## config.mk

```make
export PLATFORM = sky130hd
export DESIGN_NAME = decimal_readout_pixel_overlay_flat
export DESIGN_NICKNAME = d
export VERILOG_FILES = /design/src/hdl/drpo_pkg.sv /design/src/hdl/drpo_if.sv /design/src/hdl/decimal_readout_pixel_overlay.sv /design/src/flat_wrapper.sv
export SDC_FILE = /design/constraint.sdc
export NUM_CORES = 1
export LEC_CHECK = 0
export BUFFER_PORTS_ARGS = -buffer_cell sky130_fd_sc_hd__buf_2
export CAP_MARGIN = 20
export CORE_AREA = 2 2 184 114
export DETAILED_ROUTE_END_ITERATION = 12
export DIE_AREA = 0 0 186 116
export HOLD_SLACK_MARGIN = 0.12
export SLEW_MARGIN = 20
export SYNTH_ARGS = -nofsm -noshare
export SYNTH_HDL_FRONTEND = slang
export SYNTH_SLANG_ARGS = --single-unit
```

## constraint.sdc

```tcl
create_clock -name clock -period 10.5 [get_ports clock]
set_input_delay 0 -clock clock [delete_from_list [all_inputs] [get_ports clock]]
set_output_delay 0 -clock clock [all_outputs]
set_load 0.01 [all_outputs]
```

## src/hdl/drpo_pkg.sv

```systemverilog
// ----------------------------------------------------------------------------
// drpo_pkg
// Shared types, constants and font table of the decimal readout overlay.
// ----------------------------------------------------------------------------
`default_nettype none

package drpo_pkg;

   localparam int unsigned COORD_W     = 8;
   localparam int unsigned VALUE_W     = 16;
   localparam int unsigned COLOUR_W    = 8;
   localparam int unsigned CSR_INDEX_W = 8;
   localparam int unsigned CSR_DATA_W  = 8;

   // Register indexes on the configuration port
   localparam logic [CSR_INDEX_W-1:0] REG_INK_COLOUR   = 8'd0;
   localparam logic [CSR_INDEX_W-1:0] REG_PAPER_COLOUR = 8'd1;
   localparam logic [CSR_INDEX_W-1:0] REG_ORIGIN_X     = 8'd2;
   localparam logic [CSR_INDEX_W-1:0] REG_ORIGIN_Y     = 8'd3;

   localparam logic [COLOUR_W-1:0] INK_COLOUR_RESET   = 8'd1;
   localparam logic [COLOUR_W-1:0] PAPER_COLOUR_RESET = 8'd0;
   localparam logic [COORD_W-1:0]  ORIGIN_X_RESET     = 8'd2;
   localparam logic [COORD_W-1:0]  ORIGIN_Y_RESET     = 8'd2;

   // Glyph geometry
   localparam int unsigned GLYPH_W     = 4;
   localparam int unsigned GLYPH_H     = 6;
   localparam int unsigned PITCH       = 5;
   localparam int unsigned GLYPHS      = 4;
   localparam int unsigned PANEL_W     = GLYPHS * PITCH + 1;
   localparam int unsigned PANEL_H     = GLYPH_H + 2;
   localparam int unsigned GLYPH_CODES = 11;

   localparam logic [9:0] MAX_VALUE  = 10'd999;
   localparam logic [3:0] POINT_CODE = 4'd10;

   // Slot order across the panel: hundreds, tens, point, units
   localparam logic [1:0] SLOT_HUNDREDS = 2'd0;
   localparam logic [1:0] SLOT_TENS     = 2'd1;
   localparam logic [1:0] SLOT_POINT    = 2'd2;
   localparam logic [1:0] SLOT_UNITS    = 2'd3;

   // Font: one row per entry, leftmost pixel in the top bit
   localparam logic [GLYPH_W-1:0] FONT_ROM [GLYPH_CODES][GLYPH_H] = '{
      '{4'h6, 4'h9, 4'h9, 4'h9, 4'h9, 4'h6},
      '{4'h2, 4'h6, 4'h2, 4'h2, 4'h2, 4'h7},
      '{4'h6, 4'h9, 4'h1, 4'h2, 4'h4, 4'hF},
      '{4'hE, 4'h1, 4'h6, 4'h1, 4'h1, 4'hE},
      '{4'h2, 4'h6, 4'hA, 4'hF, 4'h2, 4'h2},
      '{4'hF, 4'h8, 4'hE, 4'h1, 4'h1, 4'hE},
      '{4'h6, 4'h8, 4'hE, 4'h9, 4'h9, 4'h6},
      '{4'hF, 4'h1, 4'h2, 4'h2, 4'h4, 4'h4},
      '{4'h6, 4'h9, 4'h6, 4'h9, 4'h9, 4'h6},
      '{4'h6, 4'h9, 4'h9, 4'h7, 4'h1, 4'h6},
      '{4'h0, 4'h0, 4'h0, 4'h0, 4'h0, 4'h4}
   };

   typedef struct packed {
      logic [COORD_W-1:0] pixel_x;
      logic [COORD_W-1:0] pixel_y;
      logic [VALUE_W-1:0] value_tenths;
   } req_payload_type;

endpackage

`default_nettype wire

```

## src/hdl/drpo_if.sv

```systemverilog
// ----------------------------------------------------------------------------
// drpo channel interfaces
// Request, response and register-write channels with valid/ready handshake.
// ----------------------------------------------------------------------------
`default_nettype none

interface drpo_req_if;
   logic                         valid;
   logic                         ready;
   logic [drpo_pkg::COORD_W-1:0] pixel_x;
   logic [drpo_pkg::COORD_W-1:0] pixel_y;
   logic [drpo_pkg::VALUE_W-1:0] value_tenths;

   modport source (output valid, pixel_x, pixel_y, value_tenths, input ready);
   modport sink   (input valid, pixel_x, pixel_y, value_tenths, output ready);
endinterface

interface drpo_rsp_if;
   logic                          valid;
   logic                          ready;
   logic                          covered;
   logic [drpo_pkg::COLOUR_W-1:0] colour;

   modport source (output valid, covered, colour, input ready);
   modport sink   (input valid, covered, colour, output ready);
endinterface

interface drpo_csr_if;
   logic                             valid;
   logic                             ready;
   logic [drpo_pkg::CSR_INDEX_W-1:0] index;
   logic [drpo_pkg::CSR_DATA_W-1:0]  data;

   modport source (output valid, index, data, input ready);
   modport sink   (input valid, index, data, output ready);
endinterface

`default_nettype wire

```

## src/hdl/decimal_readout_pixel_overlay.sv

```systemverilog
// A response passes through the request register and then the response register, and a
// stalled response can hold it in the request register between the two.
// One request is taken per cycle while the response is not stalled, set by the
// two-register pipeline (request register, then response register) with no iteration.
// A stalled response holds both stages; the request register refills as the
// response moves on. Reset (synchronous) empties both stages and loads the
// register defaults: ink 1, paper 0, origin (2, 2).
// ----------------------------------------------------------------------------
// decimal_readout_pixel_overlay
// Answers pixel queries for a "NN.N" readout panel: coverage and colour.
// ----------------------------------------------------------------------------
`default_nettype none

module decimal_readout_pixel_overlay (
   input wire logic   clock,
   input wire logic   reset,
   drpo_req_if.sink   req_bus,
   drpo_rsp_if.source rsp_bus,
   drpo_csr_if.sink   csr_bus
);
   import drpo_pkg::*;

   // ---------------------------------------------------------------------
   // Configuration registers. Writes are always taken; unknown indexes drop.
   // ---------------------------------------------------------------------
   logic [COLOUR_W-1:0] ink_colour_ff;
   logic [COLOUR_W-1:0] paper_colour_ff;
   logic [COORD_W-1:0]  origin_x_ff;
   logic [COORD_W-1:0]  origin_y_ff;

   assign csr_bus.ready = 1'b1;

   always_ff @(posedge clock) begin
      if (reset) begin
         ink_colour_ff   <= INK_COLOUR_RESET;
         paper_colour_ff <= PAPER_COLOUR_RESET;
         origin_x_ff     <= ORIGIN_X_RESET;
         origin_y_ff     <= ORIGIN_Y_RESET;
      end else if (csr_bus.valid) begin
         unique case (csr_bus.index)
            REG_INK_COLOUR:   ink_colour_ff   <= csr_bus.data;
            REG_PAPER_COLOUR: paper_colour_ff <= csr_bus.data;
            REG_ORIGIN_X:     origin_x_ff     <= csr_bus.data;
            REG_ORIGIN_Y:     origin_y_ff     <= csr_bus.data;
            default: ;
         endcase
      end
   end

   // ---------------------------------------------------------------------
   // Pipeline control. Both stages advance together unless the response
   // stage is full and not being taken.
   // ---------------------------------------------------------------------
   logic            req_valid_ff;
   req_payload_type req_ff;
   logic            rsp_valid_ff;
   logic            rsp_covered_ff;
   logic [COLOUR_W-1:0] rsp_colour_ff;

   logic advance;
   logic req_take;

   assign advance       = !rsp_valid_ff || rsp_bus.ready;
   assign req_bus.ready = !req_valid_ff || advance;
   assign req_take      = req_bus.valid && req_bus.ready;

   always_ff @(posedge clock) begin
      if (reset) begin
         req_valid_ff <= 1'b0;
      end else if (req_bus.ready) begin
         req_valid_ff <= req_bus.valid;
      end
   end

   // Request payload: load on acceptance, hold otherwise
   always_ff @(posedge clock) begin
      if (req_take) begin
         req_ff.pixel_x      <= req_bus.pixel_x;
         req_ff.pixel_y      <= req_bus.pixel_y;
         req_ff.value_tenths <= req_bus.value_tenths;
      end
   end

   // ---------------------------------------------------------------------
   // Panel geometry: offsets from the panel's top-left corner, which sits
   // one pixel left of and above the first glyph. Coordinates wrap at 256.
   // ---------------------------------------------------------------------
   logic [COORD_W-1:0] dx;
   logic [COORD_W-1:0] dy;
   logic               covered_in;
   logic               in_glyph_band;
   logic [4:0]         gx;
   logic [2:0]         row;
   logic [7:0]         slot_prod;
   logic [1:0]         slot;
   logic [4:0]         slot_x5;
   logic [2:0]         col;

   assign dx = req_ff.pixel_x + COORD_W'(1) - origin_x_ff;
   assign dy = req_ff.pixel_y + COORD_W'(1) - origin_y_ff;

   assign covered_in = (dx < COORD_W'(PANEL_W)) && (dy < COORD_W'(PANEL_H));

   // Inside the panel dx is below 21, so five bits of it suffice
   assign in_glyph_band = (dx != '0) && (dy != '0) && (dy <= COORD_W'(GLYPH_H));
   assign gx  = dx[4:0] - 5'd1;
   assign row = dy[2:0] - 3'd1;

   // Divide the glyph column by the pitch: x*13/64 is exact for x below 20
   assign slot_prod = 8'(gx) * 8'd13;
   assign slot      = slot_prod[7:6];
   assign slot_x5   = 5'(slot) * 5'd5;
   assign col       = 3'(gx - slot_x5);

   // ---------------------------------------------------------------------
   // Digits of the saturated value. Reciprocal multiplies stand in for the
   // constant divisions: v*41/4096 = v/100 for v up to 999, r*205/2048 =
   // r/10 for r up to 99.
   // ---------------------------------------------------------------------
   logic [9:0]  value_sat;
   logic [15:0] hund_prod;
   logic [3:0]  hundreds;
   logic [9:0]  hund_x100;
   logic [6:0]  rem_hund;
   logic [14:0] tens_prod;
   logic [3:0]  tens;
   logic [6:0]  tens_x10;
   logic [3:0]  units;

   assign value_sat = (req_ff.value_tenths > VALUE_W'(MAX_VALUE)) ?
                      MAX_VALUE : req_ff.value_tenths[9:0];
   assign hund_prod = 16'(value_sat) * 16'd41;
   assign hundreds  = hund_prod[15:12];
   assign hund_x100 = 10'(hundreds) * 10'd100;
   assign rem_hund  = 7'(value_sat - hund_x100);
   assign tens_prod = 15'(rem_hund) * 15'd205;
   assign tens      = tens_prod[14:11];
   assign tens_x10  = 7'(tens) * 7'd10;
   assign units     = 4'(rem_hund - tens_x10);

   // ---------------------------------------------------------------------
   // Glyph lookup and colour choice
   // ---------------------------------------------------------------------
   logic [3:0]         glyph_code;
   logic [GLYPH_W-1:0] glyph_bits;
   logic               lit;
   logic [COLOUR_W-1:0] colour_in;

   always_comb begin
      unique case (slot)
         SLOT_HUNDREDS: glyph_code = hundreds;
         SLOT_TENS:     glyph_code = tens;
         SLOT_POINT:    glyph_code = POINT_CODE;
         SLOT_UNITS:    glyph_code = units;
      endcase
   end

   assign glyph_bits = FONT_ROM[glyph_code][row];

   // Leftmost column reads the top bit; the gap column between glyphs is never lit
   assign lit = in_glyph_band && (col < 3'(GLYPH_W)) &&
                glyph_bits[2'(3'(GLYPH_W - 1) - col)];

   always_comb begin
      priority if (!covered_in) begin
         colour_in = '0;
      end else if (lit) begin
         colour_in = ink_colour_ff;
      end else begin
         colour_in = paper_colour_ff;
      end
   end

   // ---------------------------------------------------------------------
   // Response register
   // ---------------------------------------------------------------------
   always_ff @(posedge clock) begin
      if (reset) begin
         rsp_valid_ff <= 1'b0;
      end else if (advance) begin
         rsp_valid_ff <= req_valid_ff;
      end
   end

   always_ff @(posedge clock) begin
      if (advance && req_valid_ff) begin
         rsp_covered_ff <= covered_in;
         rsp_colour_ff  <= colour_in;
      end
   end

   assign rsp_bus.valid   = rsp_valid_ff;
   assign rsp_bus.covered = rsp_covered_ff;
   assign rsp_bus.colour  = rsp_colour_ff;

   // ---------------------------------------------------------------------
   // Assertions
   // ---------------------------------------------------------------------
   a_reset_empties: assert property (@(posedge clock)
      reset |=> !req_valid_ff && !rsp_valid_ff)
      else $error("pipeline not empty after reset");

   a_take_fills: assert property (@(posedge clock) disable iff (reset)
      req_take |=> req_valid_ff)
      else $error("accepted request lost from request stage");

   a_stage_moves: assert property (@(posedge clock) disable iff (reset)
      req_valid_ff && advance |=> rsp_valid_ff)
      else $error("request stage advanced without filling response stage");

   a_stage_holds: assert property (@(posedge clock) disable iff (reset)
      req_valid_ff && !advance |=> req_valid_ff && $stable(req_ff))
      else $error("stalled request stage changed");

   a_uncovered_dark: assert property (@(posedge clock) disable iff (reset)
      rsp_valid_ff && !rsp_covered_ff |-> rsp_colour_ff == '0)
      else $error("uncovered pixel with non-zero colour");

endmodule

`default_nettype wire

```

## src/flat_wrapper.sv

```systemverilog
// flat-port wrapper written by rule: the top's interface ports become plain ports
module decimal_readout_pixel_overlay_flat import drpo_pkg::*;
  (clock, reset, req_bus_valid, req_bus_pixel_x, req_bus_pixel_y, req_bus_value_tenths, req_bus_ready, rsp_bus_valid, rsp_bus_covered, rsp_bus_colour, rsp_bus_ready, csr_bus_valid, csr_bus_index, csr_bus_data, csr_bus_ready);
  drpo_req_if req_bus_i ();
  drpo_rsp_if rsp_bus_i ();
  drpo_csr_if csr_bus_i ();
  input wire logic clock;
  input wire logic reset;
  input wire logic [$bits(req_bus_i.valid)-1:0] req_bus_valid;
  input wire logic [$bits(req_bus_i.pixel_x)-1:0] req_bus_pixel_x;
  input wire logic [$bits(req_bus_i.pixel_y)-1:0] req_bus_pixel_y;
  input wire logic [$bits(req_bus_i.value_tenths)-1:0] req_bus_value_tenths;
  output wire logic [$bits(req_bus_i.ready)-1:0] req_bus_ready;
  output wire logic [$bits(rsp_bus_i.valid)-1:0] rsp_bus_valid;
  output wire logic [$bits(rsp_bus_i.covered)-1:0] rsp_bus_covered;
  output wire logic [$bits(rsp_bus_i.colour)-1:0] rsp_bus_colour;
  input wire logic [$bits(rsp_bus_i.ready)-1:0] rsp_bus_ready;
  input wire logic [$bits(csr_bus_i.valid)-1:0] csr_bus_valid;
  input wire logic [$bits(csr_bus_i.index)-1:0] csr_bus_index;
  input wire logic [$bits(csr_bus_i.data)-1:0] csr_bus_data;
  output wire logic [$bits(csr_bus_i.ready)-1:0] csr_bus_ready;
  assign req_bus_i.valid = req_bus_valid;
  assign req_bus_i.pixel_x = req_bus_pixel_x;
  assign req_bus_i.pixel_y = req_bus_pixel_y;
  assign req_bus_i.value_tenths = req_bus_value_tenths;
  assign req_bus_ready = req_bus_i.ready;
  assign rsp_bus_valid = rsp_bus_i.valid;
  assign rsp_bus_covered = rsp_bus_i.covered;
  assign rsp_bus_colour = rsp_bus_i.colour;
  assign rsp_bus_i.ready = rsp_bus_ready;
  assign csr_bus_i.valid = csr_bus_valid;
  assign csr_bus_i.index = csr_bus_index;
  assign csr_bus_i.data = csr_bus_data;
  assign csr_bus_ready = csr_bus_i.ready;
  decimal_readout_pixel_overlay u_core (.clock(clock), .reset(reset), .req_bus(req_bus_i), .rsp_bus(rsp_bus_i), .csr_bus(csr_bus_i));
endmodule
```

-- Word level (Yosys, flattened, before mapping)
Memories as Yosys holds them, arrays and structs flattened.
Cells that the tools add are included.
- register bits after elaboration: 75
- logic and storage cells: 73
- output and inout bits: 12
- bits in latches: 0
- memory bits (read-only): 384
- bits of input ports: 53
- memory bits (writable): 0
- memories kept: 1
- memories (memory ; depth ; bits a word ; read ports ; clocked after memory_dff ; write ports ; RTL line ; text):
    (name not given) ; 16 ; 24 ; 1 ; 0 ; 0 ; decimal_readout_pixel_overlay.sv:158 ; assign glyph_bits = FONT_ROM[glyph_code][row];
- reductions and logical operators: 19
- divide/modulo/power cells: 0
- shift operators: 0
- multiply operators: 6
- bitwise gates (word level): 2
- multiplexer cells: 10
- order comparisons: 8
- equal/unequal tests: 6
- add/sub/neg operators: 10
- operators by type and width (kind ; number):
    $mux W24 ; 2
    $add A8 B1 Y8 const B ; 2
    $eq A8 B2 Y1 const B ; 2
    $gt A16 B10 Y1 const B ; 1
    $mul A10 B6 Y16 const B ; 1
    $pmux W4 S4 ; 1
    $reduce_bool A8 Y1 ; 2
    $sub A8 B8 Y8 ; 2
    $mul A7 B8 Y15 const B ; 1
    $bmux W4 S3 ; 1
    $mux W10 ; 1
    $eq A8 B1 Y1 const B ; 1
    $le A8 B3 Y1 const B ; 1
    $logic_not A8 Y1 ; 1
    $lt A8 B4 Y1 const B ; 1
    $lt A8 B5 Y1 const B ; 1
    $mul A5 B4 Y8 const B ; 1
    $mux W4 ; 2
    $mux W8 ; 1
    $reduce_and A2 Y1 ; 4
    $logic_and A1 B1 Y1 ; 7
    $sub A7 B7 Y7 ; 1
    $ge A5 B5 Y1 const B ; 1
    $mul A4 B5 Y5 const B ; 1
    19 further kinds ; 22

-- Longest topological paths before layout
Gate-level depths: netlist (run 1).
- word-level depth: 20
- depth in mapped cells: 52
- depth with buffers taken out: 49

-- Worst setup path before layout (run 1)
Ideal clock, no wire load.
- kind: register to register
- from: register u_core.req_ff[5] (netlist bit)
- to: register u_core.rsp_colour_ff[0] (netlist: u_core.rsp_bus.colour[0]) (data pin)
- data arrival time: 10.517 ns
- setup time: 0.267 ns
- stages on the path, launching flop included: 49
- required time: 10.233 ns
- setup slack: -0.284 ns
- path buffers: 4
- clock period less this slack: 10.784 ns
- cells stage by stage: edfxtp_1 o21ai_0 nor2_1 clkbuf_1 nor2_1 and2_1 clkbuf_1 ha_1 inv_1 fa_1 inv_1 ha_1 ha_1 and3_1 nand4_1 o41ai_1 a21oi_1 xnor2_1 [13 not listed] nand4_1 a211oi_1 o41a_4 o21a_1 nor2_1 ha_1 fa_1 xnor2_1 xnor3_1 mux2i_4 or2_1 buf_4 buf_6 o2111ai_1 nand4_2 o41a_2 nand4_1 a21oi_1
- cells in the longest elaborated chain, start to end: 20
- ends and longest elaborated chain (element ; RTL line ; text):
    start, declared ; decimal_readout_pixel_overlay.sv:55 ; req_payload_type req_ff;
    $gt A16 B10 Y1 ; decimal_readout_pixel_overlay.sv:130 ; assign value_sat = (req_ff.value_tenths > VALUE_W'(MAX_VALUE)) ?
    $mux W10 (*) ; decimal_readout_pixel_overlay.sv:130 ;
    $mul A10 B6 Y16 ; decimal_readout_pixel_overlay.sv:132 ; assign hund_prod = 16'(value_sat) * 16'd41;
    $mul A4 B5 Y5 ; decimal_readout_pixel_overlay.sv:134 ; assign hund_x100 = 10'(hundreds) * 10'd100;
    $sub A7 B7 Y7 ; decimal_readout_pixel_overlay.sv:135 ; assign rem_hund = 7'(value_sat - hund_x100);
    $mul A7 B8 Y15 ; decimal_readout_pixel_overlay.sv:136 ; assign tens_prod = 15'(rem_hund) * 15'd205;
    $mul A4 B3 Y3 ; decimal_readout_pixel_overlay.sv:138 ; assign tens_x10 = 7'(tens) * 7'd10;
    $sub A4 B4 Y4 ; decimal_readout_pixel_overlay.sv:139 ; assign units = 4'(rem_hund - tens_x10);
    [2 not listed] ; -- ;
    $mem_v2 Z16 W24 (*) ; -- ;
    $mux W24 (not written as such) (*) (2 in series) ; decimal_readout_pixel_overlay.sv:158 ;
    $bmux W4 S3 (*) ; decimal_readout_pixel_overlay.sv:158 ;
    $mux W4 (not written as such) (*) (2 in series) ; decimal_readout_pixel_overlay.sv:158 ;
    $bmux W1 S2 (*) ; decimal_readout_pixel_overlay.sv:162 ; glyph_bits[2'(3'(GLYPH_W - 1) - col)];
    $mux W1 (not written as such) (*) ; decimal_readout_pixel_overlay.sv:162 ;
    $logic_and A1 B1 Y1 (*) ; decimal_readout_pixel_overlay.sv:161 ; assign lit = in_glyph_band && (col < 3'(GLYPH_W)) &&
    $mux W8 (*) ; decimal_readout_pixel_overlay.sv:167 ; end else if (lit) begin
    end signal, assigned ; decimal_readout_pixel_overlay.sv:188 ; rsp_colour_ff <= colour_in;
    end, declared ; decimal_readout_pixel_overlay.sv:58 ; logic [COLOUR_W-1:0] rsp_colour_ff;
Mark *: on every way between the ends. The rest lies on a longest branch, timed or not. The select of a mux whose other input is x is not followed.
A chain may end at the register's enable or synchronous reset.

-- Worst setup path after layout (run 1)
- from: register u_core.req_ff[12] (netlist bit)
- to: register u_core.rsp_colour_ff[2] (netlist: u_core.rsp_bus.colour[2]) (data pin)
- cells in the longest elaborated chain, start to end: 20
- ends and longest elaborated chain (element ; RTL line):
    $gt A16 B10 Y1 (*) ; decimal_readout_pixel_overlay.sv:130
    $mux W10 (*) ; decimal_readout_pixel_overlay.sv:130
    $mul A10 B6 Y16 ; decimal_readout_pixel_overlay.sv:132
    $mul A4 B5 Y5 ; decimal_readout_pixel_overlay.sv:134
    $sub A7 B7 Y7 ; decimal_readout_pixel_overlay.sv:135
    $mul A7 B8 Y15 ; decimal_readout_pixel_overlay.sv:136
    $mul A4 B3 Y3 ; decimal_readout_pixel_overlay.sv:138
    $sub A4 B4 Y4 ; decimal_readout_pixel_overlay.sv:139
    [2 not listed] ; --
    $mem_v2 Z16 W24 (*) ; --
    $mux W24 (not written as such) (*) (2 in series) ; decimal_readout_pixel_overlay.sv:158
    $bmux W4 S3 (*) ; decimal_readout_pixel_overlay.sv:158
    $mux W4 (not written as such) (*) (2 in series) ; decimal_readout_pixel_overlay.sv:158
    $bmux W1 S2 (*) ; decimal_readout_pixel_overlay.sv:162
    $mux W1 (not written as such) (*) ; decimal_readout_pixel_overlay.sv:162
    $logic_and A1 B1 Y1 (*) ; decimal_readout_pixel_overlay.sv:161
    $mux W8 (*) ; decimal_readout_pixel_overlay.sv:167
Marked as above.

==> results of run 1 <==
==> state kept, by name, indices dropped and copies added, names as in the netlist <==
register and flops:
u_core.rsp_bus.valid 1, u_core.rsp_bus.colour 8, u_core.req_valid_ff 1, u_core.origin_y_ff 8, u_core.req_ff 32, u_core.origin_x_ff 8, u_core.rsp_bus.covered 1, u_core.paper_colour_ff 8
u_core.ink_colour_ff 8
==> placed cells by master, fill, tap and decap left out, types with 6 or more instances in the layout <==
master	n
buf_2	63
xor2_1	13
nor3_1	9
nand3_1	19
mux2i_1	21
ha_4	16
nor2_1	40
a21o_1	7
dlygate4sd3_1	44
nor2_4	6
clkbuf_16	9
ha_1	96
buf_4	70
nand4_1	12
dfxtp_1	34
inv_1	73
inv_2	9
xnor2_1	21
edfxtp_1	41
a21oi_2	6
or2_2	6
fa_1	15
a21oi_1	38
nand2_1	65
==> kinds of logic after synthesis <==
kind of cell,after synthesis,share of synthesized area
AOI/OAI and AO/OA,134,0.149
xor gates and xnor gates,40,0.0552
adders and majority gates,136,0.266
buffers and inverters,102,0.0603
DFF,75,0.279
muxes,25,0.0389
other,1,0.000548
and+or+nand+nor,206,0.150
==> metal layers <==
layer / global-route usage / vias up / part of all wire
li1: - / 2932 / -
met1: 0.272 / 2698 / 0.54
met2: 0.224 / 173 / 0.39
met3: 0.0393 / 11 / 0.067
met4: 0.0336 / 0 / 0.0056
met5: 0 / - / 0
==> path summary, 6_finish.rpt <==
path                                                  to
worst max register to register  u_core.rsp_bus.colour[2]
worst min register to register     u_core.origin_y_ff[2]
worst max-delay path            u_core.rsp_bus.colour[2]
worst min-delay path             u_core.ink_colour_ff[6]
==> critical path, delay by kind of cell (launching register included) <==
| family | cells | cell delay (ns) |
|---|---|---|
| fa+ha+maj | 13 | 4.31 |
| buf+inv | 6 | 0.43 |
| xor+xnor | 3 | 0.44 |
| compound gates | 12 | 2.46 |
| flops | 1 | 0.41 |
| simple gates | 11 | 2.10 |
==> layout make-up <==
type	instances	area [um^2]	share of cell area
multi-input cells	543	5110	0.546
flip-flops and latches	75	1910	0.205
repair buffers	182	1340	0.143
well taps	273	342	0.0365
inverters	82	308	0.0329
clock buffers	9	225	0.0241
clock inverters	7	116	0.0124
==> timing repair <==
| action | in CTS | in global routing |
|---|---|---|
| gates resized for setup | 18 | 89 |
| setup endpoints to repair | 8 | 8 |
| hold buffers | 44 | 0 |
| gates cloned | 1 | 0 |
| pin swaps | 8 | 62 |
| endpoints found under the hold margin | 66 | 0 |
| setup buffers | 7 | 6 |
==> metrics by stage <==
step	util	instances	area, um^2
floorplan	-	719	6880
global placement	0.399	1097	7890
detailed placement	0.399	1097	7890
CTS	0.445	1165	8810
global route	0.473	1171	9350
finish	0.473	1171	9350
==> summary.txt, run 1 <==
STA
  – Final Max Slew Viols: 0
  – Worst clock skew: around 0.0064 ns
  – Final Hold Fails: 0
  – Setup TNS: 0 ns
  – Relative slew slack: 0.506
  – Final period utilization: 0.995
  – RSZ-0062 raised after global routing: yes
  – Final WS setup: approximately 0.055 ns
  – Minimum hold slack: between 0.1 and 0.15 ns
  – Fin crit period: between 10 and 15 ns
  – Worst-Margin Slew: roughly 0.74 ns
  – Final setup viols: 0
  – Peak Freq: 95.7 MHz

Min path
  – Min-Delay Startpoint: reset
  – Hold path depth: 2
  – Hold Path Class: in2reg

Run
  – Max-cap violations: 0

Clock tree
  – Later-pin clock latency in the skew report: about 0.34 ns
  – CTS Root Buffer Type: clkbuf_16
  – Htree depth: 3
  – Clk buf depth: 2
  – Clk slew on worst S/H paths: about 0.06 ns
  – CTS buffer count: 9
  – Clk sink count: 75
  – CTS tree: done

Setup path
  – Worst r2r src: u_core.req_ff[12]
  – R2r worst-path depth: 45
  – WP data arrival: 10.52 ns
  – Slowest cell on crit path: fa_2
  – WP data required: around 11 ns
  – Worst setup SP type: flip-flop
  – Setup slack, reg-to-reg: between 0.05 and 0.06 ns
  – Critical path class: reg2reg
  – Crit path from: u_core.req_ff[12]
  – Most used cell, CP: ha_4
  – Critical Path Fanout Max: 8
  – Critical Path End Type: flip-flop
  – Largest stage delay, worst path: around 0.58 ns

Global routing
  – Total gr overflow: 0
  – First-pass GRT wire length: ~29,000 um
  – GR Util All Layers: 0.170
  – Largest net degree at the start of global routing: 35
  – Initial antenna violation count: 0
  – Number of global-route vias before repair: 5,573

Route
  – Residual DRC: 0
  – Antenna-violating nets left: 0
  – Routed length per instance: ~15 um
  – Vias: 5,814
  – Initial drt markers: between 400 and 500
  – Drt pass-1 iters: 4
  – Drt total wl: ~18,000 um
  – Via density: slightly below 5

Floorplanning
  – I/O pins: 65
  – Core Region: a little under 20,000 um^2
  – Chip width: roughly 190 um
  – Initial core utilization: 0.346
  – Die height: approximately 120 um
  – Placement row count: 40
  – Total die area: roughly 22,000 um^2

Synthesis
  – Post-Syn Area: between 6000 and 7000 um^2
  – Most frequent cell after synthesis: ha_1
  – Avg Synthesized Cell Area: 9.52 um^2
  – Area fraction of the dominant cell type after synthesis: 0.214
  – Commonest cells in the netlist: ha_1 (117), inv_1 (81), nand2_1 (65)
  – EDFF count, synth: 41
  – Yosys warning total: 0
  – Mapped Nets: ~910
  – Top_reg_cell synth: edfxtp_1
  – Synthesized instance count: around 700
  – Post-synthesis cell type count: between 80 and 90
  – Top cell type by total area after synthesis: ha_1
  – FF+latch count, synth: 75
  – FFs w/ async S/R, synth: 0
  – Sequential area share after synthesis: 0.279
  – Top cells by area in the synthesized netlist: ha_1 (21%), edfxtp_1 (18%), dfxtp_1 (9.9%)

Placed design
  – Setup Slack @ Placement: -0.264 ns
  – DP Wirelength: between 10,000 and 15,000 um
  – GPL Wtd Cong: about 0.96
  – I/O Buffers: 63

Cells and area
  – Number of diodes: 0
  – Share of layout cells above drive strength 1: 0.301
  – # fillers: roughly 1,800
  – Layout area overhead: 36.5%
  – Nets: 1,080

Run status
  – Outcome: completed
Power of run 1 is left out: the tool's default activity adds up to more than one toggle a clock period on the data nets, which glitch-free logic cannot reach.
==> run 2: changes to the inputs <==
Settings changed: RECOVER_POWER from default to 25.
==> summary.txt, run 2 (same netlist as run 1, synthesis figures left out) <==
Floorplanning
  – Chip width: 186 um
  – Initial core utilization: 0.346
  – Total die area: between 20,000 and 25,000 um^2
  – Die height: between 100 and 150 um
  – I/O pins: 65
  – Core Region: around 20,000 um^2
  – Placement row count: 40

Clock tree
  – Clk slew on worst S/H paths: ~0.060 ns
  – Clk sink count: 75
  – CTS tree: done
  – Htree depth: 3
  – Clk buf depth: 2
  – CTS Root Buffer Type: clkbuf_16
  – CTS buffer count: 9
  – Later-pin clock latency in the skew report: 0.34 ns

STA
  – Peak Freq: 95.7 MHz
  – Minimum hold slack: ~0.14 ns
  – Final Max Slew Viols: 0
  – Setup TNS: 0 ns
  – Relative slew slack: 0.506
  – Worst clock skew: around 0.0064 ns
  – Final setup viols: 0
  – RSZ-0062 raised after global routing: yes
  – Final Hold Fails: 0
  – Final period utilization: 0.995
  – Worst-Margin Slew: approximately 0.74 ns
  – Fin crit period: 10.44 ns

Route
  – Via density: about 5
  – Residual DRC: 0
  – Routed length per instance: 15.4 um
  – Drt pass-1 iters: 4
  – Initial drt markers: approximately 400
  – Vias: 5,814
  – Antenna-violating nets left: 0
  – Drt total wl: approximately 18,000 um

Cells and area
  – Most frequent cells in the layout: ha_1 (96), inv_1 (73), buf_4 (70)
  – Non-filler cells, final: 1,171
  – Reg with most FFs: u_core.req_ff
  – Nets: 1,080
  – Layout area overhead: 36.5%
  – Max FFs per register: 32
  – Most common cell after layout, fill and taps aside: ha_1
  – Share of layout cells above drive strength 1: 0.300
  – Number of diodes: 0

Placed design
  – DP Wirelength: between 10,000 and 15,000 um
  – I/O Buffers: 63
  – GPL Wtd Cong: between 0.9 and 1
  – Placed cell count: 1,097

Global routing
  – Total gr overflow: 0
  – Largest net degree at the start of global routing: 35
  – Initial antenna violation count: 0
  – GR Util All Layers: 0.170
  – Number of global-route vias before repair: around 5,600
  – First-pass GRT wire length: around 29,000 um

Setup path
  – Critical Path Fanout Max: 8
  – Critical path capture point: u_core.rsp_bus.colour[2]
  – Largest stage delay, worst path: between 0.5 and 0.6 ns
  – Slowest cell on crit path: fa_2
  – Critical path class: reg2reg
  – Setup slack, reg-to-reg: roughly 0.055 ns
  – WP data required: about 11 ns
  – Worst setup SP type: flip-flop
  – R2r worst-path depth: 45
  – Critical Path End Type: flip-flop
  – WP data arrival: between 10 and 15 ns
  – R2r endpoint: u_core.rsp_bus.colour[2]
  – Most used cell, CP: ha_4
  – Crit path from: u_core.req_ff[12]
  – Worst r2r src: u_core.req_ff[12]

Min path
  – Min-Delay Startpoint: reset
  – Hold Path Class: in2reg

Run status
  – Outcome: completed

Run
  – Max-cap violations: 0
## run 2: cell types whose count changed in the layout (fill, tap and decap cells not counted), sizes merged
cell and change:
buf -1, clkbuf +1
## run 2: timing repair
action                                  4_1_cts  5_1_grt
resized for setup                            18       89
gates cloned                                  1        0
pin swaps                                     8       62
hold endpoints to repair                     66        0
buffers inserted                              7        6
hold buffers                                 44        0
endpoints found under the setup margin        8        8
## run 2: worst min path at each step
stage                           endpoint  slack [ns]  cells past startpoint
5_1_grt          u_core.ink_colour_ff[1]        0.17                      2
3_3_place_gp            u_core.req_ff[6]        0.18                      1
4_1_cts        u_core.paper_colour_ff[1]        0.13                      2
6_report         u_core.ink_colour_ff[6]        0.14                      2
3_5_place_dp           u_core.req_ff[10]        0.18                      1
2_1_floorplan           u_core.req_ff[0]         0.1                      0
## run 2: cell type report
type	instances	area (um^2)
inverters	82	308
repair buffers	182	1340
fillers	1847	10400
clock buffers	9	225
clock inverters	7	116
well taps	273	342
multi-input cells	543	5110
flip-flops and latches	75	1910
## run 2: worst max-delay path, delay by kind of cell (launching register included)
kind / cells / cell delay, ns
AOI/OAI and AO/OA: 12 / 2.46
and+or+nand+nor: 11 / 2.10
buffers and inverters: 6 / 0.43
xor gates and xnor gates: 3 / 0.44
adders and majority gates: 13 / 4.31
DFF: 1 / 0.41
## run 2: per-stage QoR
stage           util  instance area (um^2)  setup WS (ns)
2_1_floorplan      -                  6880        0.00780
3_3_place_gp   0.399                  7890         -0.110
3_5_place_dp   0.399                  7890         -0.264
4_1_cts        0.445                  8810        -0.0785
5_1_grt        0.473                  9350         -0.335
6_report       0.473                  9350         0.0552
## run 2: layer usage
layer | GRT usage | routed length (um)
met2 | 0.224 | 7070
met4 | 0.0336 | 102
met5 | 0 | 0
met3 | 0.0393 | 1210
met1 | 0.272 | 9710
Power of run 2 is left out for the same reason.
